===== config.mk =====
export PLATFORM = sky130hd
export DESIGN_NAME = arabic_contextual_shaper_flat
export DESIGN_NICKNAME = d
export VERILOG_FILES = /design/src/sv/acs_pkg.sv /design/src/sv/acs_if.sv /design/src/sv/acs_form_sel.sv /design/src/sv/arabic_contextual_shaper.sv /design/src/flat_wrapper.sv
export SDC_FILE = /design/constraint.sdc
export NUM_CORES = 1
export LEC_CHECK = 0
export BUFFER_PORTS_ARGS = -buffer_cell sky130_fd_sc_hd__clkbuf_2
export CAP_MARGIN = 20
export CORE_MARGIN = 2
export CORE_UTILIZATION = 38
export CTS_CLUSTER_SIZE = 16
export DETAILED_ROUTE_END_ITERATION = 8
export PLACE_DENSITY = 0.66
export SYNTH_ARGS = -nofsm -noshare
export SYNTH_HDL_FRONTEND = slang
export SYNTH_HIERARCHICAL = 1
export SYNTH_SLANG_ARGS = --single-unit

===== constraint.sdc =====
create_clock -name clk -period 4.1 [get_ports clk]
set_input_delay 0 -clock clk [delete_from_list [all_inputs] [get_ports clk]]
set_output_delay 0 -clock clk [all_outputs]
set_load 0.005 [all_outputs]

===== src/sv/acs_pkg.sv =====
package acs_pkg;

  localparam logic [15:0] LETTER_BASE  = 16'h0621;
  localparam logic [15:0] LETTER_LAST  = 16'h064A;
  localparam int          LETTER_COUNT = 42;
  localparam int          FORM_COUNT   = 4;
  localparam int          ROW_W        = 6;

  // form table columns
  typedef enum logic [1:0] {
    COL_FINAL    = 2'd0,
    COL_INITIAL  = 2'd1,
    COL_MEDIAL   = 2'd2,
    COL_ISOLATED = 2'd3
  } form_col_t;

  typedef struct packed {
    logic             hit;
    logic [ROW_W-1:0] row;
  } letter_t;

  typedef struct packed {
    logic [15:0] glyph;
    logic        last_glyph;
  } glyph_word_t;

  // columns: final, initial, medial, isolated
  localparam logic [15:0] FORMS [LETTER_COUNT][FORM_COUNT] = '{
    '{16'hFE80, 16'hFE80, 16'hFE80, 16'hFE80}, '{16'hFE82, 16'hFE81, 16'hFE82, 16'hFE81},
    '{16'hFE84, 16'hFE83, 16'hFE84, 16'hFE83}, '{16'hFE86, 16'hFE85, 16'hFE86, 16'hFE85},
    '{16'hFE88, 16'hFE87, 16'hFE88, 16'hFE87}, '{16'hFE8A, 16'hFE8B, 16'hFE8C, 16'hFE89},
    '{16'hFE8E, 16'hFE8D, 16'hFE8E, 16'hFE8D}, '{16'hFE90, 16'hFE91, 16'hFE92, 16'hFE8F},
    '{16'hFE94, 16'hFE93, 16'hFE94, 16'hFE93}, '{16'hFE96, 16'hFE97, 16'hFE98, 16'hFE95},
    '{16'hFE9A, 16'hFE9B, 16'hFE9C, 16'hFE99}, '{16'hFE9E, 16'hFE9F, 16'hFEA0, 16'hFE9D},
    '{16'hFEA2, 16'hFEA3, 16'hFEA4, 16'hFEA1}, '{16'hFEA6, 16'hFEA7, 16'hFEA8, 16'hFEA5},
    '{16'hFEAA, 16'hFEA9, 16'hFEAA, 16'hFEA9}, '{16'hFEAC, 16'hFEAB, 16'hFEAC, 16'hFEAB},
    '{16'hFEAE, 16'hFEAD, 16'hFEAE, 16'hFEAD}, '{16'hFEB0, 16'hFEAF, 16'hFEB0, 16'hFEAF},
    '{16'hFEB2, 16'hFEB3, 16'hFEB4, 16'hFEB1}, '{16'hFEB6, 16'hFEB7, 16'hFEB8, 16'hFEB5},
    '{16'hFEBA, 16'hFEBB, 16'hFEBC, 16'hFEB9}, '{16'hFEBE, 16'hFEBF, 16'hFEC0, 16'hFEBD},
    '{16'hFEC2, 16'hFEC3, 16'hFEC4, 16'hFEC1}, '{16'hFEC6, 16'hFEC7, 16'hFEC8, 16'hFEC5},
    '{16'hFECA, 16'hFECB, 16'hFECC, 16'hFEC9}, '{16'hFECE, 16'hFECF, 16'hFED0, 16'hFECD},
    '{16'h063B, 16'h063B, 16'h063B, 16'h063B}, '{16'h063C, 16'h063C, 16'h063C, 16'h063C},
    '{16'h063D, 16'h063D, 16'h063D, 16'h063D}, '{16'h063E, 16'h063E, 16'h063E, 16'h063E},
    '{16'h063F, 16'h063F, 16'h063F, 16'h063F}, '{16'h0640, 16'h0640, 16'h0640, 16'h0640},
    '{16'hFED2, 16'hFED3, 16'hFED4, 16'hFED1}, '{16'hFED6, 16'hFED7, 16'hFED8, 16'hFED5},
    '{16'hFEDA, 16'hFEDB, 16'hFEDC, 16'hFED9}, '{16'hFEDE, 16'hFEDF, 16'hFEE0, 16'hFEDD},
    '{16'hFEE2, 16'hFEE3, 16'hFEE4, 16'hFEE1}, '{16'hFEE6, 16'hFEE7, 16'hFEE8, 16'hFEE5},
    '{16'hFEEA, 16'hFEEB, 16'hFEEC, 16'hFEE9}, '{16'hFEEE, 16'hFEED, 16'hFEEE, 16'hFEED},
    '{16'hFEF0, 16'hFEF3, 16'hFEF4, 16'hFEEF}, '{16'hFEF2, 16'hFEF3, 16'hFEF4, 16'hFEF1}
  };

  // table row of a character; the lowest matching row wins
  function automatic letter_t letter_of(input logic [15:0] c);
    letter_t res;
    res.hit = 1'b0;
    res.row = '0;
    for (int r = LETTER_COUNT - 1; r >= 0; r--) begin
      for (int k = 0; k < FORM_COUNT; k++) begin
        if (FORMS[r][k] == c) begin
          res.hit = 1'b1;
          res.row = ROW_W'(r);
        end
      end
    end
    if (c >= LETTER_BASE && c <= LETTER_LAST) begin
      res.hit = 1'b1;
      res.row = ROW_W'(c - LETTER_BASE);
    end
    return res;
  endfunction

endpackage


===== src/sv/acs_if.sv =====
interface acs_char_if;
  logic        valid;
  logic        ready;
  logic [15:0] code_point;
  logic        end_of_text;

  modport source (output valid, output code_point, output end_of_text, input ready);
  modport sink   (input valid, input code_point, input end_of_text, output ready);
endinterface

interface acs_glyph_if;
  logic        valid;
  logic        ready;
  logic [15:0] glyph;
  logic        last_glyph;

  modport source (output valid, output glyph, output last_glyph, input ready);
  modport sink   (input valid, input glyph, input last_glyph, output ready);
endinterface


===== src/sv/acs_form_sel.sv =====
module acs_form_sel (
  input  logic [15:0]      code,
  input  acs_pkg::letter_t info,
  input  logic             prev,
  input  logic             next,
  input  logic             enable,
  output logic [15:0]      glyph
);
  import acs_pkg::*;

  form_col_t col;

  always_comb begin
    if (prev && next) begin
      col = COL_MEDIAL;
    end else if (next) begin
      col = COL_INITIAL;
    end else if (prev) begin
      col = COL_FINAL;
    end else begin
      col = COL_ISOLATED;
    end
  end

  assign glyph = (enable && info.hit) ? FORMS[info.row][col] : code;

endmodule


===== src/sv/arabic_contextual_shaper.sv =====
// channel   | dir | word                        | handshake
// chars     | in  | code_point[15:0], end_of_text | valid/ready
// glyphs    | out | glyph[15:0], last_glyph      | valid/ready
// cfg       | in  | cfg_data (shaping_enable)    | cfg_write, no wait
//
// One character per cycle while chars.ready is high. A character without end_of_text
// releases the glyph held before it, if any; a character with end_of_text releases up
// to two, but each character yields exactly one glyph, so the four-word result queue
// absorbs that burst and a receiver that is always ready never stalls chars.
// Reset (rst, synchronous) clears the held character, join context and queue, and enables shaping.
// chars.ready depends only on queue fill: it stays high while two words fit.
module arabic_contextual_shaper (
  input  logic        clk,
  input  logic        rst,
  input  logic        cfg_write,
  input  logic        cfg_data,
  acs_char_if.sink    chars,
  acs_glyph_if.source glyphs
);
  import acs_pkg::*;

  localparam int QDEPTH = 4;
  localparam int QPTR_W = $clog2(QDEPTH);
  localparam int QCNT_W = $clog2(QDEPTH + 1);

  logic              shaping_enable;
  logic [15:0]       held_char;
  letter_t           held_info;
  logic              held_valid;
  logic              before_joins;

  glyph_word_t       queue [QDEPTH];
  logic [QPTR_W-1:0] wptr;
  logic [QPTR_W-1:0] rptr;
  logic [QCNT_W-1:0] count;
  logic [QCNT_W-1:0] count_next;

  letter_t           cur_info;
  logic              cur_prev;
  logic [15:0]       held_glyph;
  logic [15:0]       cur_glyph;
  logic              accept;
  logic              pop;
  logic [QCNT_W-1:0] push_n;
  logic [QPTR_W-1:0] second_addr;

  assign cur_info = letter_of(chars.code_point);
  assign cur_prev = held_valid ? held_info.hit : before_joins;

  acs_form_sel u_held_form (
    .code   (held_char),
    .info   (held_info),
    .prev   (before_joins),
    .next   (cur_info.hit),
    .enable (shaping_enable),
    .glyph  (held_glyph)
  );

  // last character of a string never joins after
  acs_form_sel u_cur_form (
    .code   (chars.code_point),
    .info   (cur_info),
    .prev   (cur_prev),
    .next   (1'b0),
    .enable (shaping_enable),
    .glyph  (cur_glyph)
  );

  assign chars.ready = (count <= QCNT_W'(QDEPTH - 2));
  assign accept      = chars.valid && chars.ready;
  assign pop         = glyphs.valid && glyphs.ready;
  assign push_n      = accept ? (QCNT_W'(held_valid) + QCNT_W'(chars.end_of_text)) : '0;
  assign second_addr = wptr + QPTR_W'(held_valid);
  assign count_next  = count + push_n - QCNT_W'(pop);

  assign glyphs.valid      = (count != '0);
  assign glyphs.glyph      = queue[rptr].glyph;
  assign glyphs.last_glyph = queue[rptr].last_glyph;

  always_ff @(posedge clk) begin
    if (rst) begin
      shaping_enable <= 1'b1;
      held_valid     <= 1'b0;
      before_joins   <= 1'b0;
      wptr           <= '0;
      rptr           <= '0;
      count          <= '0;
    end else begin
      if (cfg_write) begin
        shaping_enable <= cfg_data;
      end
      if (accept) begin
        if (chars.end_of_text) begin
          // flush and drop the join context
          held_valid   <= 1'b0;
          before_joins <= 1'b0;
        end else begin
          held_valid   <= 1'b1;
          before_joins <= cur_prev;
        end
      end
      wptr  <= wptr + QPTR_W'(push_n);
      rptr  <= rptr + QPTR_W'(pop);
      count <= count_next;
    end
  end

  always_ff @(posedge clk) begin
    if (accept) begin
      if (!chars.end_of_text) begin
        held_char <= chars.code_point;
        held_info <= cur_info;
      end
      if (held_valid) begin
        queue[wptr] <= '{glyph: held_glyph, last_glyph: 1'b0};
      end
      if (chars.end_of_text) begin
        queue[second_addr] <= '{glyph: cur_glyph, last_glyph: 1'b1};
      end
    end
  end

endmodule


===== src/flat_wrapper.sv =====
// flat-port wrapper written by rule: the top's interface ports become plain ports
module arabic_contextual_shaper_flat import acs_pkg::*;
  (clk, rst, cfg_write, cfg_data, chars_valid, chars_code_point, chars_end_of_text, chars_ready, glyphs_valid, glyphs_glyph, glyphs_last_glyph, glyphs_ready);
  acs_char_if chars_i ();
  acs_glyph_if glyphs_i ();
  input  logic clk;
  input  logic rst;
  input  logic cfg_write;
  input  logic cfg_data;
  input wire logic [$bits(chars_i.valid)-1:0] chars_valid;
  input wire logic [$bits(chars_i.code_point)-1:0] chars_code_point;
  input wire logic [$bits(chars_i.end_of_text)-1:0] chars_end_of_text;
  output wire logic [$bits(chars_i.ready)-1:0] chars_ready;
  output wire logic [$bits(glyphs_i.valid)-1:0] glyphs_valid;
  output wire logic [$bits(glyphs_i.glyph)-1:0] glyphs_glyph;
  output wire logic [$bits(glyphs_i.last_glyph)-1:0] glyphs_last_glyph;
  input wire logic [$bits(glyphs_i.ready)-1:0] glyphs_ready;
  assign chars_i.valid = chars_valid;
  assign chars_i.code_point = chars_code_point;
  assign chars_i.end_of_text = chars_end_of_text;
  assign chars_ready = chars_i.ready;
  assign glyphs_valid = glyphs_i.valid;
  assign glyphs_glyph = glyphs_i.glyph;
  assign glyphs_last_glyph = glyphs_i.last_glyph;
  assign glyphs_i.ready = glyphs_ready;
  arabic_contextual_shaper u_core (.clk(clk), .rst(rst), .cfg_write(cfg_write), .cfg_data(cfg_data), .chars(chars_i), .glyphs(glyphs_i));
endmodule

==> tab_implementation.tex, run 1 <==
\begin{tabular}{lr}
\hline
Metric & Value \\
\hline
\multicolumn{2}{l}{\textbf{Outcome}} \\
\quad Result of the run & finished, final reports clean \\
\multicolumn{2}{l}{\textbf{Synthesis}} \\
\quad Most frequent cell after synthesis & sky130\_fd\_sc\_hd\_\_edfxtp\_1 \\
\quad Top post-synthesis cells by area & sky130\_fd\_sc\_hd\_\_edfxtp\_1 (29\%), sky130\_fd\_sc\_hd\_\_a22o\_1 (6.6\%), sky130\_fd\_sc\_hd\_\_ha\_1 (6.2\%) \\
\quad List of most frequent post-synthesis cells & sky130\_fd\_sc\_hd\_\_edfxtp\_1 (87), sky130\_fd\_sc\_hd\_\_nand2\_1 (73), sky130\_fd\_sc\_hd\_\_a22o\_1 (67) \\
\quad Share of async-settable or async-resettable flops after synthesis & 0 \\
\quad Distinct cell type count of the synthesized netlist & 99 \\
\quad Yosys top cell by area & sky130\_fd\_sc\_hd\_\_edfxtp\_1 \\
\quad Mapped Avg Cell Area & 9.54 um\^{}2 \\
\quad Cell Area, Synth & 8920 um\^{}2 \\
\quad Sequential-to-total area share from yosys stat & 0.324 \\
\quad Synthesis Warnings & 6 \\
\quad Synthesized instance count & 935 \\
\quad Post-synth EDFFs & 87 \\
\quad Commonest register cell after synthesis & sky130\_fd\_sc\_hd\_\_edfxtp\_1 \\
\quad Area share of the largest cell type after synthesis & 0.293 \\
\quad Number of register bits inferred by synthesis & 101 \\
\multicolumn{2}{l}{\textbf{Clock tree}} \\
\quad Clock sink count & 101 \\
\quad Clock insertion delay at the later pin of the skew report & 0.35 ns \\
\quad CTS tree & yes \\
\quad Number of levels in the clock H-tree & 3 \\
\quad Worst-case clock buffer depth & 2 \\
\quad Clock buffer count from CTS & 9 \\
\quad Clock transition at the registers of the reported paths & 0.07 ns \\
\quad Clk root buf & sky130\_fd\_sc\_hd\_\_clkbuf\_16 \\
\multicolumn{2}{l}{\textbf{Floorplan}} \\
\quad Core ar. & 23300 um\^{}2 \\
\quad Number of placed I/O pins & 42 \\
\quad Placement row count & 56 \\
\quad Vertical die dimension & 157 um \\
\quad Effective utilization at floorplan & 0.384 \\
\quad Width of the die & 157 um \\
\quad Floorplan die area & 24700 um\^{}2 \\
\multicolumn{2}{l}{\textbf{Placement}} \\
\quad Placed cell count & 1360 \\
\quad Worst Setup Slack post-DPL & -0.0948 ns \\
\quad Count of input and output buffers & 41 \\
\quad Final weighted congestion in routability-driven placement & 0.938 \\
\quad Placed standard-cell area & 10200 um\^{}2 \\
\quad HPWL after detailed placement & 19800 um \\
\multicolumn{2}{l}{\textbf{STA}} \\
\quad Max Slew Vio Count & 0 \\
\quad Crit path time final & 3.92 ns \\
\quad Setup tns final & 0 ns \\
\quad Transition time of the tightest slew-check pin & 0.927 ns \\
\quad Final setup violating endpoints & 0 \\
\quad Worst Setup Slack, final & 0.176 ns \\
\quad Slew Limit Headroom & 0.382 \\
\quad Clock skew & 0.00871 ns \\
\quad Number of failing hold endpoints at the final stage & 0 \\
\quad Max Freq & 255 MHz \\
\quad Hold Slack & 0.0134 ns \\
\quad Portion of the clock cycle consumed by the worst path in the final layout & 0.957 \\
\multicolumn{2}{l}{\textbf{Layout}} \\
\quad Antenna diode count & 0 \\
\quad Final Net Count & 1133 \\
\quad Final Instance Area & 10700 um\^{}2 \\
\quad Share of cells above drive strength 1 & 0.267 \\
\quad Area growth from synthesis to final layout & 19.8\% \\
\quad Number of filler cells placed in the layout & 2274 \\
\quad Final cell count without fillers & 1389 \\
\quad Seq. cell area & 2890 um\^{}2 \\
\quad Combined area of the multi-input logic cells & 5530 um\^{}2 \\
\multicolumn{2}{l}{\textbf{Worst setup path}} \\
\quad Flop2flop setup slack & 0.91 ns \\
\quad Startpoint of the worst-slack reg-to-reg timing path & u\_core/held\_info[0]\$\_DFFE\_PP\_ \\
\quad Worst R2R Path Depth & 8 \\
\quad Startpoint Class & input pin \\
\quad Critical path capture point & u\_core/queue[3][2]\$\_DFFE\_PP\_ \\
\quad Critical path arrival & 4.03 ns \\
\quad Worst path top cell family by delay & compound AO/OA/AOI/OAI gates \\
\quad Critical path's largest stage delay & 0.54 ns \\
\quad Maximum fanout along the worst path & 7 \\
\quad Endpoint of the worst-slack reg-to-reg timing path & u\_core/queue[3][2]\$\_DFFE\_PP\_ \\
\quad Number of buffers and inverters on the critical path & 4 \\
\quad Depth of the critical timing path with buffers and inverters included & 17 \\
\quad Category of the critical setup timing path & input pin to flop \\
\quad Cells along the critical path & dlygate4sd3\_1, buf\_2, and4\_4, nand3\_4, or3\_4, a2bb2oi\_1, o211ai\_1, a31oi\_1, a211oi\_2, inv\_2, buf\_4, ha\_1, mux4\_2, o2111ai\_1, a31oi\_1, a21o\_1, a22o\_1 \\
\quad Launch point of the critical path & chars\_code\_point[15] \\
\quad Slowest cell on crit path & sky130\_fd\_sc\_hd\_\_dlygate4sd3\_1 \\
\quad Critical path required time & 4.21 ns \\
\quad CP endpoint kind & flop \\
\quad Most frequent cell on the critical path & sky130\_fd\_sc\_hd\_\_a31oi\_1 \\
\multicolumn{2}{l}{\textbf{Pwr}} \\
\quad Peak VDD IR & 254 uV \\
\quad Power per Cell Area & 317 nW/um\^{}2 \\
\quad Static power due to leakage & 4.03 nW \\
\multicolumn{2}{l}{\textbf{Global route}} \\
\quad Global-route wire length before repair & 42800 um \\
\quad Final global-route overflow total & 0 \\
\quad Vias in the first global route & 7881 \\
\quad GR Util All Layers & 0.217 \\
\quad Number of antenna violations at the first check in global routing & 0 \\
\quad Largest net degree at the start of global routing & 44 \\
\multicolumn{2}{l}{\textbf{Detailed routing}} \\
\quad Vias per cell & 5.98 \\
\quad Count of routing violations after the opening detailed-route iteration & 1024 \\
\quad DRT antenna net count & 0 \\
\quad Overall via count from detail\_route & 8310 \\
\quad DRT Pass-1 Iters & 6 \\
\quad Wire length per cell after detailed routing & 19.3 um \\
\quad Total DRC errors in the routed layout & 0 \\
\quad Routed WL & 26900 um \\
\multicolumn{2}{l}{\textbf{Job}} \\
\quad Max\_cap viols & 0 \\
\multicolumn{2}{l}{\textbf{Min path}} \\
\quad Worst hold start & chars\_end\_of\_text \\
\quad Class of the worst hold path & input pin to flop \\
\hline
\end{tabular}
-- through the flow --
step	utilization	power [mW]
finish	0.459	3.39
global placement	0.438	2.52
floorplan	-	2.15
detailed placement	0.438	2.53
global route	0.459	3.57
CTS	0.456	3.39
-- where the power goes --
group / internal [mW] / switching (mW)
Combinational: 0.533 / 0.629
Sequential: 1.27 / 0.0922
Clock: 0.434 / 0.430
-- metal layers --
layer / track usage / routed length [um] / vias up
li1: - / - / 3921
met1: 0.310 / 12000 / 3948
met2: 0.347 / 12300 / 396
met3: 0.0234 / 1910 / 45
met4: 0.0654 / 597 / 0
met5: 0 / 0 / -
-- kinds of logic (layout without fill, tap and decap cells) --
family | count (synthesis) | in the layout | share of synthesized area
adders and majority gates | 45 | 45 | 0.0639
other | 1 | 2 | 0.000420
AOI/OAI and AO/OA | 338 | 338 | 0.280
muxes | 30 | 30 | 0.0616
and+or+nand+nor | 296 | 296 | 0.187
DFF | 101 | 101 | 0.324
xor gates and xnor gates | 16 | 16 | 0.0174
buffers and inverters | 108 | 242 | 0.0653
-- final cells by class --
cell class | count | share of cell area
Multi-Input combinational cell | 727 | 0.518
Sequential cell | 101 | 0.271
Timing Repair Buffer | 196 | 0.135
Tap cell | 319 | 0.0373
Clock buffer | 9 | 0.0211
Inverter | 30 | 0.0105
Clock inverter | 7 | 0.00749
-- tightest hold or removal path, stage by stage --
cell                       delay (ns)
sky130_fd_sc_hd__clkbuf_2        0.14
sky130_fd_sc_hd__nand3b_1        0.12
sky130_fd_sc_hd__a21oi_1         0.06
-- state kept, by name (all words and copies together), names as in the netlist --
register	cells
u_core/queue	68
u_core/held_char	16
u_core/held_info	7
u_core/count	3
u_core/rptr	2
u_core/wptr	2
u_core/before_joins	1
u_core/held_valid	1
u_core/shaping_enable	1
-- placed cells by master (no fill, tap or decap), drive strengths merged, types with 8 or more instances in the layout --
| cell | Yosys | final |
|---|---|---|
| buf | 59 | 145 |
| edfxtp | 87 | 87 |
| nand2 | 76 | 76 |
| a22o | 67 | 67 |
| nor2 | 61 | 61 |
| clkbuf | 19 | 49 |
| ha | 44 | 44 |
| a21oi | 43 | 43 |
| o21ai | 42 | 42 |
| o211ai | 33 | 33 |
| inv | 30 | 33 |
| nand2b | 28 | 28 |
| nor3 | 27 | 27 |
| a31oi | 21 | 21 |
| a21o | 20 | 20 |
| mux4 | 19 | 19 |
| a211oi | 17 | 17 |
| o22ai | 16 | 16 |
| nand3 | 16 | 16 |
| dfxtp | 14 | 14 |
| nor2b | 13 | 13 |
| or3 | 13 | 13 |
| xnor2 | 12 | 12 |
| dlygate4sd3 | 0 | 11 |
| nand4 | 10 | 10 |
| a221oi | 10 | 10 |
| and2 | 8 | 8 |
| mux2i | 8 | 8 |
| or2 | 8 | 8 |
-- repair_timing --
item,4_1_cts,5_1_grt
hold buffers,11,0
endpoints found under the setup margin,0,24
resized for setup,0,18
endpoints found under the hold margin,18,0
buffers inserted,0,1
-- how the worst min path moves through the flow --
stage                                    endpoint  slack (ns)  cells past startpoint
4_1_cts          u_core/before_joins$_SDFFE_PP0P_        0.01                      3
3_3_place_gp   u_core/shaping_enable$_SDFFE_PP1P_        0.21                      2
2_1_floorplan       u_core/held_char[0]$_DFFE_PP_         0.1                      0
3_5_place_dp   u_core/shaping_enable$_SDFFE_PP1P_        0.21                      2
5_1_grt          u_core/before_joins$_SDFFE_PP0P_        0.03                      3
6_report         u_core/before_joins$_SDFFE_PP0P_        0.01                      3
Note: power is estimated with default switching activity, not from simulation.
==> run 2: changes to the inputs <==
--- a/config.mk
+++ b/config.mk
@@ -5,7 +5,8 @@
 export SDC_FILE = /design/constraint.sdc
 export NUM_CORES = 1
 export LEC_CHECK = 0
-export BUFFER_PORTS_ARGS = -buffer_cell sky130_fd_sc_hd__clkbuf_2
+export ABC_AREA = 1
+export BUFFER_PORTS_ARGS = -buffer_cell sky130_fd_sc_hd__buf_2
 export CAP_MARGIN = 20
 export CORE_MARGIN = 2
 export CORE_UTILIZATION = 38
==> tab_implementation.tex, run 2 <==
\begin{tabular}{lr}
\hline
Metric & Value \\
\hline
\multicolumn{2}{l}{\textbf{Worst setup path}} \\
\quad Most frequent cell on the critical path & sky130\_fd\_sc\_hd\_\_nand2\_1 (was sky130\_fd\_sc\_hd\_\_a31oi\_1) \\
\quad Flop2flop setup slack & 1.05 ns (was 0.91 ns) \\
\quad Number of buffers and inverters on the critical path & 6 (was 4) \\
\quad Critical path's largest stage delay & 0.30 ns (was 0.54 ns) \\
\quad Slowest cell on crit path & sky130\_fd\_sc\_hd\_\_ha\_4 (was sky130\_fd\_sc\_hd\_\_dlygate4sd3\_1) \\
\quad Startpoint Class & input pin (unchanged) \\
\quad CP endpoint kind & flop (unchanged) \\
\quad Worst path top cell family by delay & simple AND/OR/NAND/NOR gates (was compound AO/OA/AOI/OAI gates) \\
\quad Critical path required time & 4.25 ns (was 4.21 ns) \\
\quad Critical path arrival & 4.10 ns (was 4.03 ns) \\
\quad Category of the critical setup timing path & input pin to flop (unchanged) \\
\quad Maximum fanout along the worst path & 6 (was 7) \\
\multicolumn{2}{l}{\textbf{Synthesis}} \\
\quad List of most frequent post-synthesis cells & sky130\_fd\_sc\_hd\_\_nand2\_1 (357), sky130\_fd\_sc\_hd\_\_inv\_1 (127), sky130\_fd\_sc\_hd\_\_nor2\_1 (116) (was sky130\_fd\_sc\_hd\_\_edfxtp\_1 (87), sky130\_fd\_sc\_hd\_\_nand2\_1 (73), sky130\_fd\_sc\_hd\_\_a22o\_1 (67)) \\
\quad Portion of netlist area occupied by mux cells & 0 (was 0.0616) \\
\quad Share of async-settable or async-resettable flops after synthesis & 0 (unchanged) \\
\quad Mapped Avg Cell Area & 7.08 um\^{}2 (was 9.54 um\^{}2) \\
\quad Commonest register cell after synthesis & sky130\_fd\_sc\_hd\_\_edfxtp\_1 (unchanged) \\
\quad Main combinational cell family by area after synthesis & simple AND/OR/NAND/NOR gates (was compound AO/OA/AOI/OAI gates) \\
\quad Synth Area in Compound Gates & 0.168 (was 0.280) \\
\quad Most frequent cell after synthesis & sky130\_fd\_sc\_hd\_\_nand2\_1 (was sky130\_fd\_sc\_hd\_\_edfxtp\_1) \\
\quad Synthesis Warnings & 6 (unchanged) \\
\quad Simple-gate portion of the synthesized area & 0.314 (was 0.187) \\
\quad Sequential-to-total area share from yosys stat & 0.340 (was 0.324) \\
\quad Post-synth EDFFs & 87 (unchanged) \\
\quad Number of register bits inferred by synthesis & 101 (unchanged) \\
\quad Top post-synthesis cells by area & sky130\_fd\_sc\_hd\_\_edfxtp\_1 (31\%), sky130\_fd\_sc\_hd\_\_nand2\_1 (16\%), sky130\_fd\_sc\_hd\_\_ha\_1 (6.5\%) (was sky130\_fd\_sc\_hd\_\_edfxtp\_1 (29\%), sky130\_fd\_sc\_hd\_\_a22o\_1 (6.6\%), sky130\_fd\_sc\_hd\_\_ha\_1 (6.2\%)) \\
\quad Distinct cell type count of the synthesized netlist & 51 (was 99) \\
\quad Area share of the largest cell type after synthesis & 0.307 (was 0.293) \\
\quad Synthesized instance count & 1203 (was 935) \\
\quad Adder-cell share of the synthesized area & 0.0670 (was 0.0639) \\
\quad Yosys top cell by area & sky130\_fd\_sc\_hd\_\_edfxtp\_1 (unchanged) \\
\quad Xor/xnor cell area share of the yosys netlist & 0.0103 (was 0.0174) \\
\quad Cell Area, Synth & 8520 um\^{}2 (was 8920 um\^{}2) \\
\multicolumn{2}{l}{\textbf{Detailed routing}} \\
\quad Overall via count from detail\_route & 8840 (was 8310) \\
\quad Routed WL & 26500 um (was 26900 um) \\
\quad Count of routing violations after the opening detailed-route iteration & 1050 (was 1024) \\
\quad DRT antenna net count & 0 (unchanged) \\
\quad DRT Pass-1 Iters & 5 (was 6) \\
\quad Wire length per cell after detailed routing & 16.2 um (was 19.3 um) \\
\quad Vias per cell & 5.41 (was 5.98) \\
\quad Total DRC errors in the routed layout & 0 (unchanged) \\
\multicolumn{2}{l}{\textbf{Floorplan}} \\
\quad Core ar. & 21900 um\^{}2 (was 23300 um\^{}2) \\
\quad Effective utilization at floorplan & 0.389 (was 0.384) \\
\quad Floorplan die area & 23600 um\^{}2 (was 24700 um\^{}2) \\
\quad Width of the die & 154 um (was 157 um) \\
\quad Vertical die dimension & 154 um (was 157 um) \\
\quad Placement row count & 54 (was 56) \\
\quad Number of placed I/O pins & 42 (unchanged) \\
\multicolumn{2}{l}{\textbf{Layout}} \\
\quad Share of cells above drive strength 1 & 0.253 (was 0.267) \\
\quad Most flop-heavy register & u\_core/queue (unchanged) \\
\quad Area growth from synthesis to final layout & 25.5\% (was 19.8\%) \\
\quad Max reg flops & 68 (unchanged) \\
\quad Number of filler cells placed in the layout & 2169 (was 2274) \\
\quad Post-Route Utilization & 0.489 (was 0.459) \\
\quad Antenna diode count & 0 (unchanged) \\
\quad Combined area of the multi-input logic cells & 5240 um\^{}2 (was 5530 um\^{}2) \\
\quad Most common cell after layout, fill and taps aside & sky130\_fd\_sc\_hd\_\_nand2\_1 (was sky130\_fd\_sc\_hd\_\_buf\_4) \\
\quad Largest registers & u\_core/queue: 68 flops, u\_core/held\_char: 16 flops, u\_core/held\_info: 7 flops (unchanged) \\
\quad Seq. cell area & 2890 um\^{}2 (unchanged) \\
\quad Commonest cells after routing, fill and taps aside & sky130\_fd\_sc\_hd\_\_nand2\_1 (335), sky130\_fd\_sc\_hd\_\_buf\_4 (119), sky130\_fd\_sc\_hd\_\_inv\_1 (109) (was sky130\_fd\_sc\_hd\_\_buf\_4 (140), sky130\_fd\_sc\_hd\_\_edfxtp\_1 (87), sky130\_fd\_sc\_hd\_\_nand2\_1 (72)) \\
\quad Final cell count without fillers & 1635 (was 1389) \\
\quad Final Net Count & 1418 (was 1133) \\
\multicolumn{2}{l}{\textbf{Global route}} \\
\quad Global-route wire length before repair & 42200 um (was 42800 um) \\
\quad Largest net degree at the start of global routing & 37 (was 44) \\
\quad Vias in the first global route & 8189 (was 7881) \\
\quad GR Util All Layers & 0.218 (was 0.217) \\
\quad Final global-route overflow total & 0 (unchanged) \\
\quad Number of antenna violations at the first check in global routing & 0 (unchanged) \\
\multicolumn{2}{l}{\textbf{Placement}} \\
\quad Placed cell count & 1604 (was 1360) \\
\quad Worst Setup Slack post-DPL & -0.482 ns (was -0.0948 ns) \\
\quad HPWL after detailed placement & 19400 um (was 19800 um) \\
\quad Count of input and output buffers & 41 (unchanged) \\
\quad Final weighted congestion in routability-driven placement & 0.933 (was 0.938) \\
\multicolumn{2}{l}{\textbf{Clock tree}} \\
\quad Clock sink count & 101 (unchanged) \\
\quad Clock buffer count from CTS & 9 (unchanged) \\
\quad Clock transition at the registers of the reported paths & 0.07 ns (about the same) \\
\quad Number of levels in the clock H-tree & 3 (unchanged) \\
\quad Worst-case clock buffer depth & 2 (unchanged) \\
\quad CTS tree & yes (unchanged) \\
\quad Clock insertion delay at the later pin of the skew report & 0.35 ns (about the same) \\
\quad Clk root buf & sky130\_fd\_sc\_hd\_\_clkbuf\_16 (unchanged) \\
\multicolumn{2}{l}{\textbf{STA}} \\
\quad Max Freq & 253 MHz (was 255 MHz) \\
\quad Portion of the clock cycle consumed by the worst path in the final layout & 0.963 (was 0.957) \\
\quad Slew Limit Headroom & 0.361 (was 0.382) \\
\quad Hold Slack & 0.00692 ns (was 0.0134 ns) \\
\quad Crit path time final & 3.95 ns (was 3.92 ns) \\
\quad Worst Setup Slack, final & 0.150 ns (was 0.176 ns) \\
\quad Setup repair after global routing missed its margin & true \\
\quad Number of failing hold endpoints at the final stage & 0 (unchanged) \\
\quad Setup tns final & 0 ns (unchanged) \\
\quad Clock skew & 0.0116 ns (was 0.00871 ns) \\
\quad Final setup violating endpoints & 0 (unchanged) \\
\quad Max Slew Vio Count & 0 (unchanged) \\
\quad Transition time of the tightest slew-check pin & 0.957 ns (was 0.927 ns) \\
\multicolumn{2}{l}{\textbf{Pwr}} \\
\quad Static power due to leakage & 4.89 nW (was 4.03 nW) \\
\quad Peak VDD IR & 241 uV (was 254 uV) \\
\quad Power per Cell Area & 315 nW/um\^{}2 (was 317 nW/um\^{}2) \\
\multicolumn{2}{l}{\textbf{Job}} \\
\quad Max\_cap viols & 0 (unchanged) \\
\multicolumn{2}{l}{\textbf{Outcome}} \\
\quad Result of the run & finished, final reports clean (unchanged) \\
\multicolumn{2}{l}{\textbf{Min path}} \\
\quad Class of the worst hold path & input pin to flop (unchanged) \\
\hline
\end{tabular}
-- run 2: where the power goes --
group	internal [mW]	switching [mW]
clock	0.421	0.393
sequential	1.27	0.0785
combinational	0.438	0.772
total	2.13	1.24
-- run 2: logic make-up after synthesis --
family,after synthesis
AOI/OAI and AO/OA,233
xor gates and xnor gates,10
adders and majority gates,45
buffers and inverters,192
DFF,101
other,1
and+or+nand+nor,621
-- run 2: worst paths after layout --
kind                                   startpoint                               to  depth (start not counted)
hold / removal                chars_code_point[0]    u_core/held_char[0]$_DFFE_PP_                          2
setup / recovery              chars_code_point[1]     u_core/queue[1][2]$_DFFE_PP_                         57
hold reg to reg   u_core/queue[1][0]$_SDFFE_PP1P_  u_core/queue[1][0]$_SDFFE_PP1P_                          2
setup reg to reg       u_core/count[1]$_SDFF_PP0_    u_core/queue[0][14]$_DFFE_PP_                          6
-- run 2: through the flow --
stage          area, um^2  power, mW
2_1_floorplan        8530       2.10
3_3_place_gp         9730       2.50
3_5_place_dp         9750       2.52
4_1_cts             10200       3.33
5_1_grt             10700       3.57
6_report            10700       3.37
-- run 2: cell type report --
| cell class | instances | share of cell area |
|---|---|---|
| timing repair buffer | 180 | 0.126 |
| sequential | 101 | 0.270 |
| tap | 280 | 0.0328 |
| multi-input combinational | 911 | 0.489 |
| inverter | 147 | 0.0550 |
| clock inverter | 7 | 0.00526 |
| clock buffer | 9 | 0.0211 |
-- run 2: repair_timing --
| item | 4_1_cts | 5_1_grt |
|---|---|---|
| endpoints found under the setup margin | 24 | 32 |
| hold buffers | 12 | 0 |
| gates cloned | 0 | 0 |
| setup buffers | 1 | 2 |
| resized for setup | 12 | 133 |
| pin swaps | 2 | 39 |
| hold endpoints to repair | 19 | 0 |
-- run 2: metal layers --
layer / GRT usage / part of all wire
met1: 0.298 / 0.44
met2: 0.374 / 0.49
met3: 0.0178 / 0.060
met4: 0.0594 / 0.014
met5: 0 / 0
